--- config.mk ---
export PLATFORM = sky130hd
export DESIGN_NAME = svf_mac
export DESIGN_NICKNAME = d
export VERILOG_FILES = /design/src/design/svf_pkg.sv /design/src/design/svf_mac.sv
export SDC_FILE = /design/constraint.sdc
export NUM_CORES = 2
export LEC_CHECK = 0
export ABC_AREA = 1
export BUFFER_PORTS_ARGS = -buffer_cell sky130_fd_sc_hd__buf_4
export CAP_MARGIN = 20
export CORE_MARGIN = 2
export CORE_UTILIZATION = 47
export DETAILED_ROUTE_END_ITERATION = 16
export SLEW_MARGIN = 40
export SYNTH_ARGS = -nofsm -noshare
export SYNTH_HDL_FRONTEND = slang
export SYNTH_SLANG_ARGS = --single-unit
--- constraint.sdc ---
create_clock -name clock -period 10.8 [get_ports clock]
set_clock_uncertainty 0.15 [all_clocks]
set_input_delay 0.54 -clock clock [delete_from_list [all_inputs] [get_ports clock]]
set_output_delay 0.54 -clock clock [all_outputs]
set_load 0.05 [all_outputs]
--- src/design/svf_pkg.sv ---
package svf_pkg;

   // Integrator states and the two bandpass/lowpass taps
   localparam int STATE_W  = 32;
   // Damped bandpass term k*v1 is clamped to this width
   localparam int KV_W     = 48;
   // Internal highpass value x - k*v1 - v2
   localparam int HP_W     = 50;
   // Value operand of the shared multiplier (holds x - s2 with room to spare)
   localparam int VAL_W    = STATE_W + 2;
   // The highpass value goes through the multiplier in two halves split here
   localparam int HP_SPLIT = VAL_W - 1;
   // Rounded accumulator width, and the width used for every clamp
   localparam int RND_W    = HP_W + 9;
   localparam int SAT_W    = RND_W + 1;
   localparam int CFG_IDX_W = 3;

   localparam logic [CFG_IDX_W-1:0] REG_COEF_A1  = 3'd0;
   localparam logic [CFG_IDX_W-1:0] REG_COEF_A2  = 3'd1;
   localparam logic [CFG_IDX_W-1:0] REG_COEF_A3  = 3'd2;
   localparam logic [CFG_IDX_W-1:0] REG_DAMPING  = 3'd3;
   localparam logic [CFG_IDX_W-1:0] REG_MIX_HIGH = 3'd4;
   localparam logic [CFG_IDX_W-1:0] REG_MIX_BAND = 3'd5;
   localparam logic [CFG_IDX_W-1:0] REG_MIX_LOW  = 3'd6;

   typedef enum logic [3:0] {
      OP_A1_S1,
      OP_A2_D,
      OP_A2_S1,
      OP_A3_D,
      OP_K_V1,
      OP_MB_V1,
      OP_ML_V2,
      OP_MH_HPLO,
      OP_MH_HPHI
   } op_sel_type;

   typedef enum logic [1:0] {
      ACC_HOLD,
      ACC_LOAD,
      ACC_ADD,
      ACC_ADD_HI
   } acc_mode_type;

   typedef struct packed {
      op_sel_type   op_sel;
      acc_mode_type acc_mode;
      logic         ld_v1;
      logic         ld_v2;
      logic         ld_kv1;
      logic         ld_hp;
      logic         finish;
   } svf_ctrl_type;

endpackage

--- src/design/svf_mac.sv ---
module svf_mac
   import svf_pkg::*;
#(
   parameter int COEF_WIDTH = 32
) (
   input  logic                             clock,
   input  logic signed [COEF_WIDTH-1:0]     op_coef,
   input  logic signed [VAL_W-1:0]          op_val,
   input  acc_mode_type                     acc_mode,
   output logic signed [COEF_WIDTH+HP_W:0]  acc
);

   localparam int PROD_W = COEF_WIDTH + VAL_W;
   localparam int ACC_W  = COEF_WIDTH + HP_W + 1;

   logic signed [PROD_W-1:0] prod_ff;
   logic signed [PROD_W-1:0] prod_in;
   logic signed [ACC_W-1:0]  acc_ff;
   logic signed [ACC_W-1:0]  acc_in;
   logic signed [ACC_W-1:0]  prod_ext;

   assign prod_in  = op_coef * op_val;
   assign prod_ext = ACC_W'(prod_ff);

   always_comb begin
      case (acc_mode)
         ACC_HOLD:   acc_in = acc_ff;
         ACC_LOAD:   acc_in = prod_ext;
         ACC_ADD:    acc_in = acc_ff + prod_ext;
         // upper half of a split operand: weight the product accordingly
         ACC_ADD_HI: acc_in = acc_ff + (prod_ext <<< HP_SPLIT);
         default:    acc_in = acc_ff;
      endcase
   end

   always_ff @(posedge clock) begin
      prod_ff <= prod_in;
      acc_ff  <= acc_in;
   end

   assign acc = acc_ff;

endmodule

==> results.toml <==
[worst_setup_path]
cp-end-kind = "flip-flop"
path_buf_inv = 9
cpMaxStageDelayCell = "fa_2"
worst-path-max-fanout = 34
critPathTopFamily = "adder cells"
startpoint_type = "primary input"
cpMostUsedCell = "inv_1"
arrival_ns = 8.22
max_stage_delay_ns = 0.82
critPathRequiredTime_ns = 11.07
worstSetupPathType = "primary input to flip-flop"

[clock_tree]
path_clk_slew_ns = 0.08
htree_num_levels = 4
post-cts-setup-buffers = 0
tritoncts = "built"
cts_resized = 0
clockRootBuffer = "clkbuf_16"
cts.path.max_buffers = 2
cts.sinks = 149
holdBufCountCts = 0
cts_inserted_buffers = 17
clk_latency_ns = 0.53

[timing]
final_hold_viol_count = 0
post-route-period-util_pct = 73.6
whs_ns = 0.359
setup_violations = 0
fmax_mhz = 126
relSlewSlack_pct = 42.9
rsz0062_at_grt = "false"
worst_pin_slew_ns = 0.856
timing.setup.tns_ns = 0
final_max_slew_viol_count = 0
period_needed_ns = 7.95

[die]
io_pins = 152
dieHeight_um = 353
num_rows = 127
die_x_um = 353
start_util_pct = 47.5
core_area_um2 = 120000
die-area_um2 = 124000

[global_route]
grt_max_degree = 51
antenna_found_initial = 4
track_usage_pct = 36.5
grt_pass1_wl_mm = 336
overflow = 0
grt_pass1_vias = 53100

[final_layout]
drive_gt1_share_pct = 4.21
ff_latch_area_um2 = 3810
diodes = 0
fin_area_um2 = 60100
multi_input_area_um2 = 44000
fillers = 12400
layout.nets = 9536
syn2layout_area_growth_pct = 5.12
layout.cells.non_filler = 9626

[synth]
yosysWarnings = 0
synthCells = 8065
netlist_area_um2 = 57200
synth_edf_count = 83
avgSynthCellArea_um2 = 7.09
ys_async_sr_fraction_pct = 0
yosysUniqueCellTypes = 51
ys_seq_area_share_pct = 6.67
ys_ff_latch = 149
synth_nets = 9600
ys.flop_type = "edfxtp_1"

[detailed_routing]
drc_errors = 0
routedWlPerCell_um = 23.2
dr.pass1.iters = 7
num_vias = 50700
final_antenna_net_count = 0
drt-initial-drc-count = 4180
avgViaCountPerCell = 5.27
drt-total-wl_mm = 223

[placement]
placed_cells = 9594
dpl_cell_area_um2 = 59500
place_hpwl_mm = 186
routabilityCongestion = 1.10
io_buffers = 151

[job]
drv_cap = 0

[outcome]
status = "completed"

[hold_path]
min_path_type = "primary input to flip-flop"
[routing by layer]
layer  part of all wire, %  wire [um]  vias up  GRT usage (%)
li1                      -          -    23100              -
met1                    38      85800    25100           44.3
met2                    48     107000     1987           62.3
met3                   6.7      14900      543           5.31
met4                   6.8      15200        6           20.6
met5                 0.017         39        -              0
[synth_stat cells, types with 5 or more instances]
master | number | area share [%]
a21oi_1 | 260 | 2.3
a21oi_2 | 6 | 0.092
inv_1 | 2228 | 15
nand3_1 | 228 | 2.0
clkbuf_1 | 236 | 1.5
a21boi_0 | 6 | 0.079
nor2_2 | 27 | 0.30
inv_2 | 21 | 0.14
or2_2 | 15 | 0.16
nand2_2 | 29 | 0.32
nand2_1 | 2477 | 16
xnor2_1 | 26 | 0.40
ha_1 | 322 | 7.0
nand3b_1 | 22 | 0.29
a21o_1 | 5 | 0.066
o21ai_0 | 155 | 1.4
o211ai_1 | 7 | 0.092
or2_1 | 6 | 0.066
xor2_1 | 43 | 0.66
o21bai_1 | 29 | 0.38
nand4_1 | 61 | 0.67
nor3_1 | 38 | 0.33
a31oi_1 | 6 | 0.066
buf_1 | 10 | 0.066
edfxtp_1 | 83 | 4.4
fa_1 | 1144 | 40
dfxtp_1 | 66 | 2.3
nor2_1 | 418 | 2.7
nor3_2 | 10 | 0.18
nand3_2 | 15 | 0.26
o21ai_1 | 25 | 0.22
[metrics by stage]
stage	setup slack, ns	utilization, %
2_1_floorplan	3.15	-
3_3_place_gp	2.12	49.5
3_5_place_dp	1.99	49.5
4_1_cts	2.58	50.0
5_1_grt	2.40	50.0
6_report	2.85	50.0
[cells by family (layout without fill, tap and decap cells)]
kind of cell	count (synthesis)	count (layout)	share of synthesized area, %
DFF	149	149	6.67
adders and majority gates	1466	1466	47.1
and+or+nand+nor	3364	3364	23.9
AOI/OAI and AO/OA	514	514	4.85
buffers and inverters	2503	2452	16.4
xor gates and xnor gates	69	69	1.06
[flip-flops by register name, summed over array words and instances (netlist names)]
register and cells:
prod_ff 66, acc 83
[placed cells by master, fill, tap and decap left out, types with 25 or more instances in the layout]
| cell type | n |
|---|---|
| nand2_2 | 30 |
| xor2_1 | 43 |
| dfxtp_1 | 65 |
| nand4_1 | 61 |
| nor3_1 | 38 |
| nand3_1 | 228 |
| inv_1 | 2227 |
| a21oi_1 | 260 |
| o21ai_0 | 155 |
| o21bai_1 | 29 |
| nand2_1 | 2476 |
| xnor2_1 | 26 |
| nor2_1 | 417 |
| nor2_2 | 27 |
| buf_4 | 167 |
| ha_1 | 321 |
| fa_1 | 1143 |
| edfxtp_1 | 83 |
| o21ai_1 | 25 |
[path summary, 6_finish.rpt]
check                                  from     endpoint  slack (ns)  cells past startpoint
worst min-delay path              op_val[0]   prod_ff[0]        0.36                      3
worst max register to register      acc[33]      acc[53]        6.61                     12
worst min register to register  prod_ff[53]      acc[53]        0.47                      2
worst max-delay path             op_coef[5]  prod_ff[65]        2.85                     28
[worst register-to-register path, stage by stage, from the launching register on]
cell and delay, ns:
edfxtp_1 0.54, ha_1 0.44, fa_1 0.66, nand3_1 0.16, nand3_1 0.33, nand3_1 0.19
nand2_1 0.23, nand2_1 0.13, nand2_1 0.24, nand2_1 0.13, nand2_1 0.08, o21ai_0 0.52
nand3_1 0.15
[final cells by class]
class / instances / area share, %
Multi-Input combinational cell: 5413 / 73.2
Clock inverter: 14 / 0.223
Clock buffer: 18 / 0.750
Timing Repair Buffer: 167 / 2.09
Tap cell: 1612 / 3.36
Sequential cell: 149 / 6.35
Inverter: 2253 / 14.1
Power is left out: the tool's default activity adds up to more than one toggle a clock period on the data nets, which glitch-free logic cannot reach.
