`config.mk`:
```
export PLATFORM = sky130hd
export DESIGN_NAME = svf_seq
export DESIGN_NICKNAME = d
export VERILOG_FILES = /design/src/design/svf_pkg.sv /design/src/design/svf_seq.sv
export SDC_FILE = /design/constraint.sdc
export NUM_CORES = 1
export LEC_CHECK = 0
export BUFFER_PORTS_ARGS = -buffer_cell sky130_fd_sc_hd__buf_2
export CAP_MARGIN = 20
export CORE_AREA = 2 2 39 41
export CTS_CLUSTER_SIZE = 8
export DETAILED_ROUTE_END_ITERATION = 10
export DIE_AREA = 0 0 41 43
export GPL_ROUTABILITY_DRIVEN = 0
export PLACE_DENSITY = 0.5
export SETUP_SLACK_MARGIN = 0.05
export SYNTH_ARGS = -nofsm -noshare
export SYNTH_HDL_FRONTEND = slang
export SYNTH_SLANG_ARGS = --single-unit
```
`constraint.sdc`:
```
create_clock -name clock -period 2.8 [get_ports clock]
set_input_delay 0 -clock clock [delete_from_list [all_inputs] [get_ports clock]]
set_output_delay 0 -clock clock [all_outputs]
set_load 0.01 [all_outputs]
```
`src/design/svf_pkg.sv`:
```
package svf_pkg;

   // Integrator states and the two bandpass/lowpass taps
   localparam int STATE_W  = 32;
   // Damped bandpass term k*v1 is clamped to this width
   localparam int KV_W     = 48;
   // Internal highpass value x - k*v1 - v2
   localparam int HP_W     = 50;
   // Value operand of the shared multiplier (holds x - s2 with room to spare)
   localparam int VAL_W    = STATE_W + 2;
   // The highpass value goes through the multiplier in two halves split here
   localparam int HP_SPLIT = VAL_W - 1;
   // Rounded accumulator width, and the width used for every clamp
   localparam int RND_W    = HP_W + 9;
   localparam int SAT_W    = RND_W + 1;
   localparam int CFG_IDX_W = 3;

   localparam logic [CFG_IDX_W-1:0] REG_COEF_A1  = 3'd0;
   localparam logic [CFG_IDX_W-1:0] REG_COEF_A2  = 3'd1;
   localparam logic [CFG_IDX_W-1:0] REG_COEF_A3  = 3'd2;
   localparam logic [CFG_IDX_W-1:0] REG_DAMPING  = 3'd3;
   localparam logic [CFG_IDX_W-1:0] REG_MIX_HIGH = 3'd4;
   localparam logic [CFG_IDX_W-1:0] REG_MIX_BAND = 3'd5;
   localparam logic [CFG_IDX_W-1:0] REG_MIX_LOW  = 3'd6;

   typedef enum logic [3:0] {
      OP_A1_S1,
      OP_A2_D,
      OP_A2_S1,
      OP_A3_D,
      OP_K_V1,
      OP_MB_V1,
      OP_ML_V2,
      OP_MH_HPLO,
      OP_MH_HPHI
   } op_sel_type;

   typedef enum logic [1:0] {
      ACC_HOLD,
      ACC_LOAD,
      ACC_ADD,
      ACC_ADD_HI
   } acc_mode_type;

   typedef struct packed {
      op_sel_type   op_sel;
      acc_mode_type acc_mode;
      logic         ld_v1;
      logic         ld_v2;
      logic         ld_kv1;
      logic         ld_hp;
      logic         finish;
   } svf_ctrl_type;

endpackage

```
`src/design/svf_seq.sv`:
```
module svf_seq
   import svf_pkg::*;
(
   input  logic         clock,
   input  logic         reset,
   input  logic         start,
   input  logic         out_free,
   output svf_ctrl_type ctrl,
   output logic         busy
);

   typedef enum logic [3:0] {
      S_IDLE,
      S_A1S1,
      S_A2D,
      S_A2S1,
      S_A3D,
      S_KV1,
      S_MBV1,
      S_MLV2,
      S_HP,
      S_MHLO,
      S_MHHI,
      S_ACCHI,
      S_DONE
   } seq_state_type;

   seq_state_type state_ff;
   seq_state_type state_in;

   always_comb begin
      ctrl          = '0;
      ctrl.op_sel   = OP_A1_S1;
      ctrl.acc_mode = ACC_HOLD;
      state_in      = state_ff;
      case (state_ff)
         S_IDLE: begin
            if (start) state_in = S_A1S1;
         end
         S_A1S1: begin
            ctrl.op_sel = OP_A1_S1;
            state_in    = S_A2D;
         end
         S_A2D: begin
            ctrl.op_sel   = OP_A2_D;
            ctrl.acc_mode = ACC_LOAD;
            state_in      = S_A2S1;
         end
         S_A2S1: begin
            ctrl.op_sel   = OP_A2_S1;
            ctrl.acc_mode = ACC_ADD;
            state_in      = S_A3D;
         end
         S_A3D: begin
            // accumulator holds a1*s1 + a2*d here
            ctrl.op_sel   = OP_A3_D;
            ctrl.acc_mode = ACC_LOAD;
            ctrl.ld_v1    = 1'b1;
            state_in      = S_KV1;
         end
         S_KV1: begin
            ctrl.op_sel   = OP_K_V1;
            ctrl.acc_mode = ACC_ADD;
            state_in      = S_MBV1;
         end
         S_MBV1: begin
            ctrl.op_sel   = OP_MB_V1;
            ctrl.acc_mode = ACC_LOAD;
            ctrl.ld_v2    = 1'b1;
            state_in      = S_MLV2;
         end
         S_MLV2: begin
            ctrl.op_sel   = OP_ML_V2;
            ctrl.acc_mode = ACC_LOAD;
            ctrl.ld_kv1   = 1'b1;
            state_in      = S_HP;
         end
         S_HP: begin
            // multiplier idles while the highpass value is formed
            ctrl.acc_mode = ACC_ADD;
            ctrl.ld_hp    = 1'b1;
            state_in      = S_MHLO;
         end
         S_MHLO: begin
            ctrl.op_sel = OP_MH_HPLO;
            state_in    = S_MHHI;
         end
         S_MHHI: begin
            ctrl.op_sel   = OP_MH_HPHI;
            ctrl.acc_mode = ACC_ADD;
            state_in      = S_ACCHI;
         end
         S_ACCHI: begin
            ctrl.op_sel   = OP_MH_HPHI;
            ctrl.acc_mode = ACC_ADD_HI;
            state_in      = S_DONE;
         end
         S_DONE: begin
            // hold until the output register can take the result
            ctrl.finish = 1'b1;
            if (out_free) state_in = S_IDLE;
         end
         default: state_in = S_IDLE;
      endcase
   end

   always_ff @(posedge clock) begin
      if (reset) begin
         state_ff <= S_IDLE;
      end else begin
         state_ff <= state_in;
      end
   end

   assign busy = (state_ff != S_IDLE);

endmodule

```
==> impl_metrics.csv, run 1 <==
group,metric,value,unit
global_routing,antenna_found_initial,0,
global_routing,grt.total_usage,10.5,%
synthesis,synth.mux.area_fraction,6.20,%
clock_tree,cts_setup_buffers,0,
synthesis,yosysWarningCount,0,
clock_tree,clkTransAtPathRegs,0.03,ns
power,ir_drop,320,uV
global_routing,grt-ovfl-total,0,
final_layout,largest_reg_flops,4,
floorplan,die_w,41,um
worst_setup_path,r2r_slack,1.48,ns
final_layout,syn2layout_area_growth,24.5,%
worst_setup_path,r2r_end,"state_ff[2]$_SDFFE_PP0P_",
route,drtIter0Drc,2,
synthesis,avgSynthCellArea,7.97,um2
sta,hold_violations,0,
place,port_buffers,15,
route,viasPerCell,4.88,
sta,slew_viol_final,0,
power,pwr_density_cell,819,nW/um2
synthesis,synth_compound_area_share,26.6,%
clock_tree,cts_max_level,1,
route,wl_per_cell,10.7,um
worst_setup_path,worstRegToRegCells,3,
clock_tree,clk_latency,0.23,ns
job,max_cap_violations,0,
synthesis,yosys.area_share.simple,32.8,%
clock_tree,ctsResizeCount,0,
floorplan,io_pins,16,
final_layout,antennaDiodeCount,0,
floorplan,row_count,14,
worst_setup_path,cp-endpoint,"ctrl[5]",
synthesis,synthesis.area,343,um2
sta,setup_violations,0,
sta,tns,0,ns
synthesis,synthesis.nets,47,
route,vias,356,
synthesis,yosys.area_share.xor_xnor,0,%
synthesis,ys_seq_elements,4,
sta,clock.fmax,714,MHz
sta,min_period,1.40,ns
worst_setup_path,crit_path_end_kind,"output port",
synthesis,synth_fa_ha_area_share,0,%
synthesis,yosysTopAreaCell,"dfxtp_1",
synthesis,synth_top_family_by_area,"simple AND/OR/NAND/NOR gates",
worst_setup_path,critPathKind,"register to output port",
clock_tree,cts_buffers,3,
status,status,"finished clean",
sta,tightest_slew,0.408,ns
synthesis,synth_cells,43,
global_routing,grtUsageMet1,14.1,%
worst_setup_path,startpoint,"state_ff[0]$_SDFFE_PP0P_",
final_layout,nNetsFinal,63,
synthesis,yosysTopAreaCellShare,23.4,%
floorplan,start_util,24.8,%
floorplan,dieArea,1760,um2
worst_setup_path,r2r-start,"state_ff[2]$_SDFFE_PP0P_",
global_routing,grt_pass1_wl,1280,um
global_routing,grt_max_degree,13,
final_layout,regMostFlops,"state_ff",
route,drcViolationCount,0,
worst_setup_path,required,2.80,ns
clock_tree,cts_root_buf,"clkbuf_4",
sta,fin_hold_ws,0.0652,ns
route,drt-total-wl,783,um
floorplan,die_h,43,um
final_layout,drive_gt1_share,40.4,%
hold_path,hold_class,"input pin to register",
route,dr.pass1.iters,3,
global_routing,grt_pass1_vias,312,
sta,slew_headroom,72.8,%
clock_tree,clk_path_buf_depth,2,
synthesis,yosysSeqAreaShare,23.4,%
sta,min_period_over_period,50.0,%
clock_tree,clock_sinks,4,
global_routing,grt_util_met3,3.14,%
sta,rsz0062_at_grt,"false",
synthesis,synth.area.top_cells,"dfxtp_1 23%, a21boi_0 6.6%, buf_4 6.6%",
global_routing,grtUsageMet2,14.4,%
place,dp_hpwl,574,um
sta,fin_skew,0.00102,ns
clock_tree,cts_hold_buf,0,
floorplan,core,1380,um2
clock_tree,cts_tree,"done",
worst_setup_path,worst_ep_arrival_time,1.40,ns
final_layout,largest_registers,"state_ff: 4 flops",
route,ant_nets,0,
final_layout,fillCellCount,154,
global_routing,busiest_layer,"met2",
worst_setup_path,crit_path_start_kind,"register",
power,p_leak,0.203,nW
synthesis,synth_cell_types,22,
worst_setup_path,cp_max_fo,11,
[worst min-delay path by stage]
stage / from / to / depth (start not counted)
after CTS: reset / state_ff[3]$_SDFFE_PP0P_ / 3
after global routing: reset / state_ff[2]$_SDFFE_PP0P_ / 3
after detailed placement: reset / state_ff[2]$_SDFFE_PP0P_ / 3
after floorplan: reset / state_ff[2]$_SDFFE_PP0P_ / 2
after global placement: reset / state_ff[3]$_SDFFE_PP0P_ / 3
final: reset / state_ff[3]$_SDFFE_PP0P_ / 3
[through the flow]
stage               cells  utilization [%]  total power [mW]  setup slack [ns]  instance area, um2
floorplan              43                -             0.243              1.64                 343
global placement       70             29.2             0.283              1.51                 404
detailed placement     70             29.2             0.283              1.50                 404
CTS                    73             30.8             0.356              1.36                 427
global route           73             30.8             0.383              1.27                 427
finish                 73             30.8             0.349              1.40                 427
[layout make-up]
class,instances,area [um2],share of cell area (%)
inverters,1,3.75,0.880
flip-flops and latches,4,80.1,18.8
well taps,16,20.0,4.69
repair buffers,15,75.1,17.6
clock buffers,3,22.5,5.28
multi-input cells,34,225,52.8
[cells in the final DEF (no fill, tap or decap), drive strengths merged]
cell type and count:
o21ai 3, and3 1, nand2 1, dfxtp 4, clkbuf 3, or4 1, a21boi 3, mux2i 1
and3b 2, nand3 1, a21oi 3, o22ai 2, inv 1, o21bai 1, buf 15, nor3 3
mux2 1, nand2b 4, nor2 5, o31ai 1, o21a 1
[cell families (layout without fill, tap and decap cells)]
family,count (synthesis),in the layout
flops,4,4
buf+inv,5,19
mux,2,2
simple gates,18,18
compound gates,14,14
[cells in the mapped netlist]
cell	count
nand3_1	1
nand2_2	1
nand2b_4	1
or4_4	1
mux2i_1	1
a21oi_1	3
nor3_1	3
nand2b_1	3
o21a_1	1
buf_6	1
nor2_1	5
o21ai_0	3
inv_1	1
o31ai_1	1
o22ai_1	2
and3b_1	2
mux2_2	1
and3_1	1
a21boi_0	3
buf_4	3
dfxtp_1	4
o21bai_2	1
[critical path, cell delays in order, from the launching register on]
cell and delay (ns):
dfxtp_1 0.54, nand2b_1 0.19, a21boi_0 0.18, o22ai_1 0.10
buf_2 0.16
[metal layers]
metal  routed length (um)  up-vias
li1                     -      187
met1                  375      159
met2                  340       10
met3                   67        0
met4                    0        0
met5                    0        -
[report_power, final]
| part | leakage [nW] | internal (mW) | switching, mW |
|---|---|---|---|
| clock network | 0.0138 | 0.0477 | 0.0199 |
| registers | 0.0330 | 0.0715 | 0.0414 |
| logic | 0.156 | 0.0837 | 0.0851 |
| total | 0.203 | 0.203 | 0.146 |
Note: power is estimated with default switching activity, not from simulation.
==> run 2, diff against run 1 <==
==> constraint.sdc (replaced) <==
create_clock -name clock -period 1.4 [get_ports clock]
set_input_delay 0 -clock clock [delete_from_list [all_inputs] [get_ports clock]]
set_output_delay 0 -clock clock [all_outputs]
set_load 0.01 [all_outputs]
==> impl_metrics.csv, run 2 (synthesized netlist as in run 1, its figures left out) <==
group,metric,value,unit
clock_tree,clk_path_buf_depth,2,
final_layout,fillCellCount,161,
hold_path,min_delay_worst_endpoint,"state_ff[2]$_SDFFE_PP0P_",
worst_setup_path,crit_path_end_kind,"output port",
sta,clock.fmax,779,MHz
job,max_cap_violations,0,
sta,setup_ws,0.117,ns
worst_setup_path,crit_path_start_kind,"register",
worst_setup_path,critPathKind,"register to output port",
power,pwr_density_cell,1630,nW/um2
power,total_power,732,uW
sta,tns,0,ns
sta,min_period,1.28,ns
clock_tree,cts_buffers,3,
clock_tree,cts_tree,"done",
global_routing,grt_pass1_vias,294,
global_routing,grt-ovfl-total,0,
place,dp_hpwl,618,um
worst_setup_path,slowest_stage,"or4_4",
worst_setup_path,cp_num_buf_inv,1,
final_layout,regMostFlops,"state_ff",
route,vias,345,
clock_tree,clk_latency,0.23,ns
route,drt-total-wl,793,um
sta,hold_violations,0,
clock_tree,clkTransAtPathRegs,0.03,ns
worst_setup_path,r2r_end,"state_ff[2]$_SDFFE_PP0P_",
sta,slew_viol_final,0,
floorplan,die_w,41,um
floorplan,die_h,43,um
worst_setup_path,crit_chain,"or4_4, buf_2",
final_layout,antennaDiodeCount,0,
final_layout,nNetsFinal,65,
final_layout,final_common_cell,"buf_2",
place,pre_cts_ws,0.131,ns
route,dr.pass1.iters,2,
status,status,"finished clean",
global_routing,grt_pass1_wl,1180,um
clock_tree,cts_max_level,1,
clock_tree,cts_setup_buffers,0,
floorplan,row_count,14,
sta,fin_skew,0.0000429,ns
route,drcViolationCount,0,
final_layout,largest_registers,"state_ff: 4 flops",
hold_path,min_path_cells,3,
floorplan,start_util,24.8,%
floorplan,core,1380,um2
final_layout,final_cell_mix,"15 x buf_2, 4 x nor2_1",
clock_tree,cts_root_buf,"clkbuf_4",
floorplan,dieArea,1760,um2
global_routing,grt_max_degree,12,
global_routing,antenna_found_initial,0,
power,p_leak,0.215,nW
hold_path,hold_class,"input pin to register",
route,wl_per_cell,10.6,um
clock_tree,clock_sinks,4,
worst_setup_path,r2r_slack,0.17,ns
worst_setup_path,worstRegToRegCells,3,
clock_tree,cts_hold_buf,0,
worst_setup_path,cp_max_fo,6,
global_routing,grt.total_usage,10.2,%
sta,setup_violations,0,
worst_setup_path,crit_family,"simple AND/OR/NAND/NOR gates",
sta,rsz0062_at_grt,"false",
sta,min_period_over_period,91.7,%
route,viasPerCell,4.60,
worst_setup_path,required,1.40,ns
hold_path,hold_start,"reset",
route,drtIter0Drc,4,
final_layout,drive_gt1_share,50.8,%
floorplan,io_pins,16,
sta,tightest_slew,0.345,ns
worst_setup_path,r2r-start,"state_ff[3]$_SDFFE_PP0P_",
final_layout,syn2layout_area_growth,31.4,%
worst_setup_path,max_stage_delay,0.56,ns
route,ant_nets,0,
sta,slew_headroom,76.8,%
power,ir_drop,495,uV
final_layout,largest_reg_flops,4,
worst_setup_path,worst_ep_arrival_time,1.28,ns
place,port_buffers,15,
[run 2: area by class of cell]
type                            instances  area [um2]  area share (%)
Timing Repair Buffer                   17        90.1            20.0
Clock buffer                            3        22.5            5.00
Multi-Input combinational cell         34         230            51.1
Tap cell                               16        20.0            4.44
Sequential cell                         4        83.8            18.6
Inverter                                1        3.75           0.833
[run 2: worst max-delay path by stage]
stage,from,endpoint,cells after the start
floorplan,state_ff[1]$_SDFFE_PP0P_,state_ff[2]$_SDFFE_PP0P_,4
global placement,state_ff[0]$_SDFFE_PP0P_,state_ff[2]$_SDFFE_PP0P_,3
detailed placement,state_ff[0]$_SDFFE_PP0P_,state_ff[2]$_SDFFE_PP0P_,3
CTS,state_ff[1]$_SDFFE_PP0P_,ctrl[5],4
global route,state_ff[0]$_SDFFE_PP0P_,ctrl[5],4
finish,state_ff[3]$_SDFFE_PP0P_,busy,2
[run 2: power breakdown]
part           switching [mW]  total (mW)  internal [mW]
Sequential             0.0611       0.209          0.148
Combinational           0.199       0.389          0.190
Clock                  0.0388       0.134         0.0953
Total                   0.299       0.732          0.434
[run 2: timing repair]
item / in CTS / in global routing
resized for setup: 1 / 4
setup endpoints to repair: 2 / 4
pin swaps: 0 / 0
[run 2: worst register-to-register path, delay by kind of cell (launching register included)]
kind               cells  cell delay, ns
and+or+nand+nor        1            0.56
DFF                    1            0.34
AOI/OAI and AO/OA      2            0.19
[run 2: layer usage]
layer | vias up | track usage, % | wire length, um
met5 | - | 0 | 0
met4 | 0 | 10.0 | 10
met3 | 2 | 1.57 | 48
met2 | 10 | 13.8 | 351
met1 | 144 | 12.8 | 383
li1 | 189 | - | -
[run 2: metrics by stage]
stage | hold WS (ns) | instances | utilization [%] | instance area, um2
final | 0.0587 | 75 | 32.5 | 450
after global routing | 0.0584 | 75 | 32.5 | 450
after CTS | 0.0592 | 75 | 32.0 | 443
after detailed placement | 0.303 | 72 | 30.3 | 419
after global placement | 0.295 | 72 | 30.3 | 419
after floorplan | 0.178 | 43 | - | 343
==> run 3, diff against run 2 <==
--- a/config.mk
+++ b/config.mk
@@ -8,11 +8,13 @@
 export BUFFER_PORTS_ARGS = -buffer_cell sky130_fd_sc_hd__buf_2
 export CAP_MARGIN = 20
 export CORE_AREA = 2 2 39 41
+export CTS_BUF_LIST = sky130_fd_sc_hd__clkbuf_8
 export CTS_CLUSTER_SIZE = 8
 export DETAILED_ROUTE_END_ITERATION = 10
 export DIE_AREA = 0 0 41 43
 export GPL_ROUTABILITY_DRIVEN = 0
-export PLACE_DENSITY = 0.5
+export GPL_TIMING_DRIVEN = 0
+export PLACE_DENSITY = 0.52
 export SETUP_SLACK_MARGIN = 0.05
 export SYNTH_ARGS = -nofsm -noshare
 export SYNTH_HDL_FRONTEND = slang
==> constraint.sdc (replaced) <==
create_clock -name clock -period 1.1 [get_ports clock]
set_input_delay 0 -clock clock [delete_from_list [all_inputs] [get_ports clock]]
set_output_delay 0 -clock clock [all_outputs]
set_load 0.01 [all_outputs]
==> impl_metrics.csv, run 3 (synthesized netlist as in run 1, its figures left out) <==
group,metric,value,unit
clock_tree,cts_buffers,3,
global_routing,grt_pass1_vias,357,
floorplan,die_h,43,um
route,ant_nets,0,
global_routing,grt-ovfl-total,0,
worst_setup_path,r2r-start,"state_ff[0]$_SDFFE_PP0P_",
worst_setup_path,startpoint,"state_ff[0]$_SDFFE_PP0P_",
global_routing,grtUsageMet2,20.6,%
global_routing,grt_pass1_wl,1380,um
global_routing,grt.total_usage,12.0,%
route,drt-total-wl,1040,um
route,drtIter0Drc,3,
power,pwr_density_cell,2190,nW/um2
final_layout,antennaDiodeCount,0,
power,switching_power,513,uW
final_layout,final_common_cell,"buf_2",
status,status,"complete, but fails checks",
global_routing,grt_max_degree,11,
final_layout,nNetsFinal,77,
sta,fin_skew,0.00148,ns
floorplan,row_count,14,
place,port_buffers,15,
worst_setup_path,max_stage_delay,0.54,ns
sta,slew_viol_final,0,
sta,min_period_over_period,110,%
route,wl_per_cell,11.9,um
power,p_int,886,uW
place,pre_cts_ws,-0.0731,ns
route,dr.pass1.iters,4,
floorplan,start_util,24.8,%
clock_tree,cts_tree,"done",
clock_tree,clkTransAtPathRegs,0.03,ns
place,place_area,438,um2
final_layout,largest_reg_flops,4,
power,p_seq_share,17.6,%
clock_tree,cts_max_level,1,
final_layout,regMostFlops,"state_ff",
route,drcViolationCount,0,
worst_setup_path,required,1.10,ns
sta,setup_violations,12,
final_layout,syn2layout_area_growth,86.1,%
sta,clock.fmax,824,MHz
route,vias,404,
floorplan,io_pins,16,
clock_tree,clock_sinks,4,
hold_path,hold_class,"input pin to register",
sta,setup_ws,-0.114,ns
job,max_cap_violations,0,
place,dp_hpwl,597,um
power,p_leak,0.312,nW
route,viasPerCell,4.64,
power,total_power,1.40,mW
floorplan,dieArea,1760,um2
status,failed_checks,"setup timing",
worst_setup_path,crit_path_end_kind,"output port",
worst_setup_path,crit_path_start_kind,"register",
final_layout,fin_util,46.1,%
power,clockPowerShare,21.6,%
clock_tree,cts_root_buf,"clkbuf_8",
sta,tns,-0.668,ns
worst_setup_path,critPathKind,"register to output port",
power,ir_drop,904,uV
global_routing,antenna_found_initial,0,
global_routing,busiest_layer,"met2",
global_routing,grtUsageMet1,10.9,%
clock_tree,clk_path_buf_depth,2,
clock_tree,clk_latency,0.21,ns
worst_setup_path,slowest_stage,"or4_4",
sta,hold_violations,0,
sta,tightest_slew,0.164,ns
power,switching_share,36.7,%
power,power_frac_comb,60.8,%
hold_path,hold_start,"reset",
final_layout,drive_gt1_share,74.6,%
floorplan,core,1380,um2
sta,min_period,1.21,ns
worst_setup_path,cp_max_fo,3,
worst_setup_path,worst_ep_arrival_time,1.21,ns
final_layout,final_cell_mix,"17 x buf_2, 6 x buf_6, 6 x buf_4",
worst_setup_path,crit_chain,"or4_4, buf_6",
sta,rsz0062_at_grt,"true",
floorplan,die_w,41,um
final_layout,largest_registers,"state_ff: 4 flops",
global_routing,grt_util_met3,2.62,%
final_layout,final_area,638,um2
sta,slew_headroom,88.8,%
run 3: changes by cell type in the layout (fill, tap and decap cells not counted), moves of 2 or more:
cell / previous run / this run
buf_2: 15 / 17
nand2b_4: 1 / 3
nor3_2: 0 / 3
clkbuf_8: 0 / 3
buf_4: 2 / 6
a21boi_0: 3 / 1
clkbuf_4: 3 / 0
o21ai_0: 3 / 0
o21ai_2: 0 / 2
nor3_1: 3 / 0
buf_6: 0 / 6
run 3: through the flow:
step,instances,hold WS [ns]
after floorplan,43,0.178
after global placement,74,0.301
after detailed placement,74,0.299
after CTS,84,0.0743
after global routing,87,0.0825
final,87,0.0693
run 3: final cells by class:
type | count | area (um2)
plain buffers | 3 | 33.8
clock buffers | 3 | 41.3
multi-input cells | 34 | 288
inverters | 1 | 3.75
repair buffers | 26 | 164
well taps | 16 | 20.0
fillers | 152 | 746
flip-flops and latches | 4 | 87.6
run 3: layer usage:
metal  wire length, um  part of all wire [%]
met3                53                   5.1
met5                 0                     0
met4                 0                     0
met2               584                    56
met1               399                    38
run 3: what timing repair did:
item / 4_1_cts / 5_1_grt
gates cloned: 1 / 2
setup endpoints to repair: 15 / 15
setup buffers: 6 / 2
pin swaps: 3 / 6
resized for setup: 19 / 10
hold buffers: 0 / 0
run 3: worst paths after layout:
check,depth (start not counted),slack (ns),endpoint
worst max-delay path,2,-0.11,busy
worst max register to register,3,-0.08,state_ff[2]$_SDFFE_PP0P_
worst min-delay path,3,0.07,state_ff[3]$_SDFFE_PP0P_
worst min register to register,2,0.57,state_ff[1]$_SDFFE_PP0P_
run 3: power by group through the flow:
stage / sequential [mW] / combinational (mW) / clock, mW
after floorplan: 0.200 / 0.418 / 0
after global placement: 0.203 / 0.572 / 0
after detailed placement: 0.204 / 0.574 / 0
after CTS: 0.210 / 0.797 / 0.315
after global routing: 0.251 / 0.921 / 0.321
final: 0.246 / 0.851 / 0.302
run 3: worst max-delay path, delay by kind of cell, from the launching register on:
family	cells	cell delay, ns
simple gates	1	0.54
buf+inv	1	0.14
flops	1	0.32
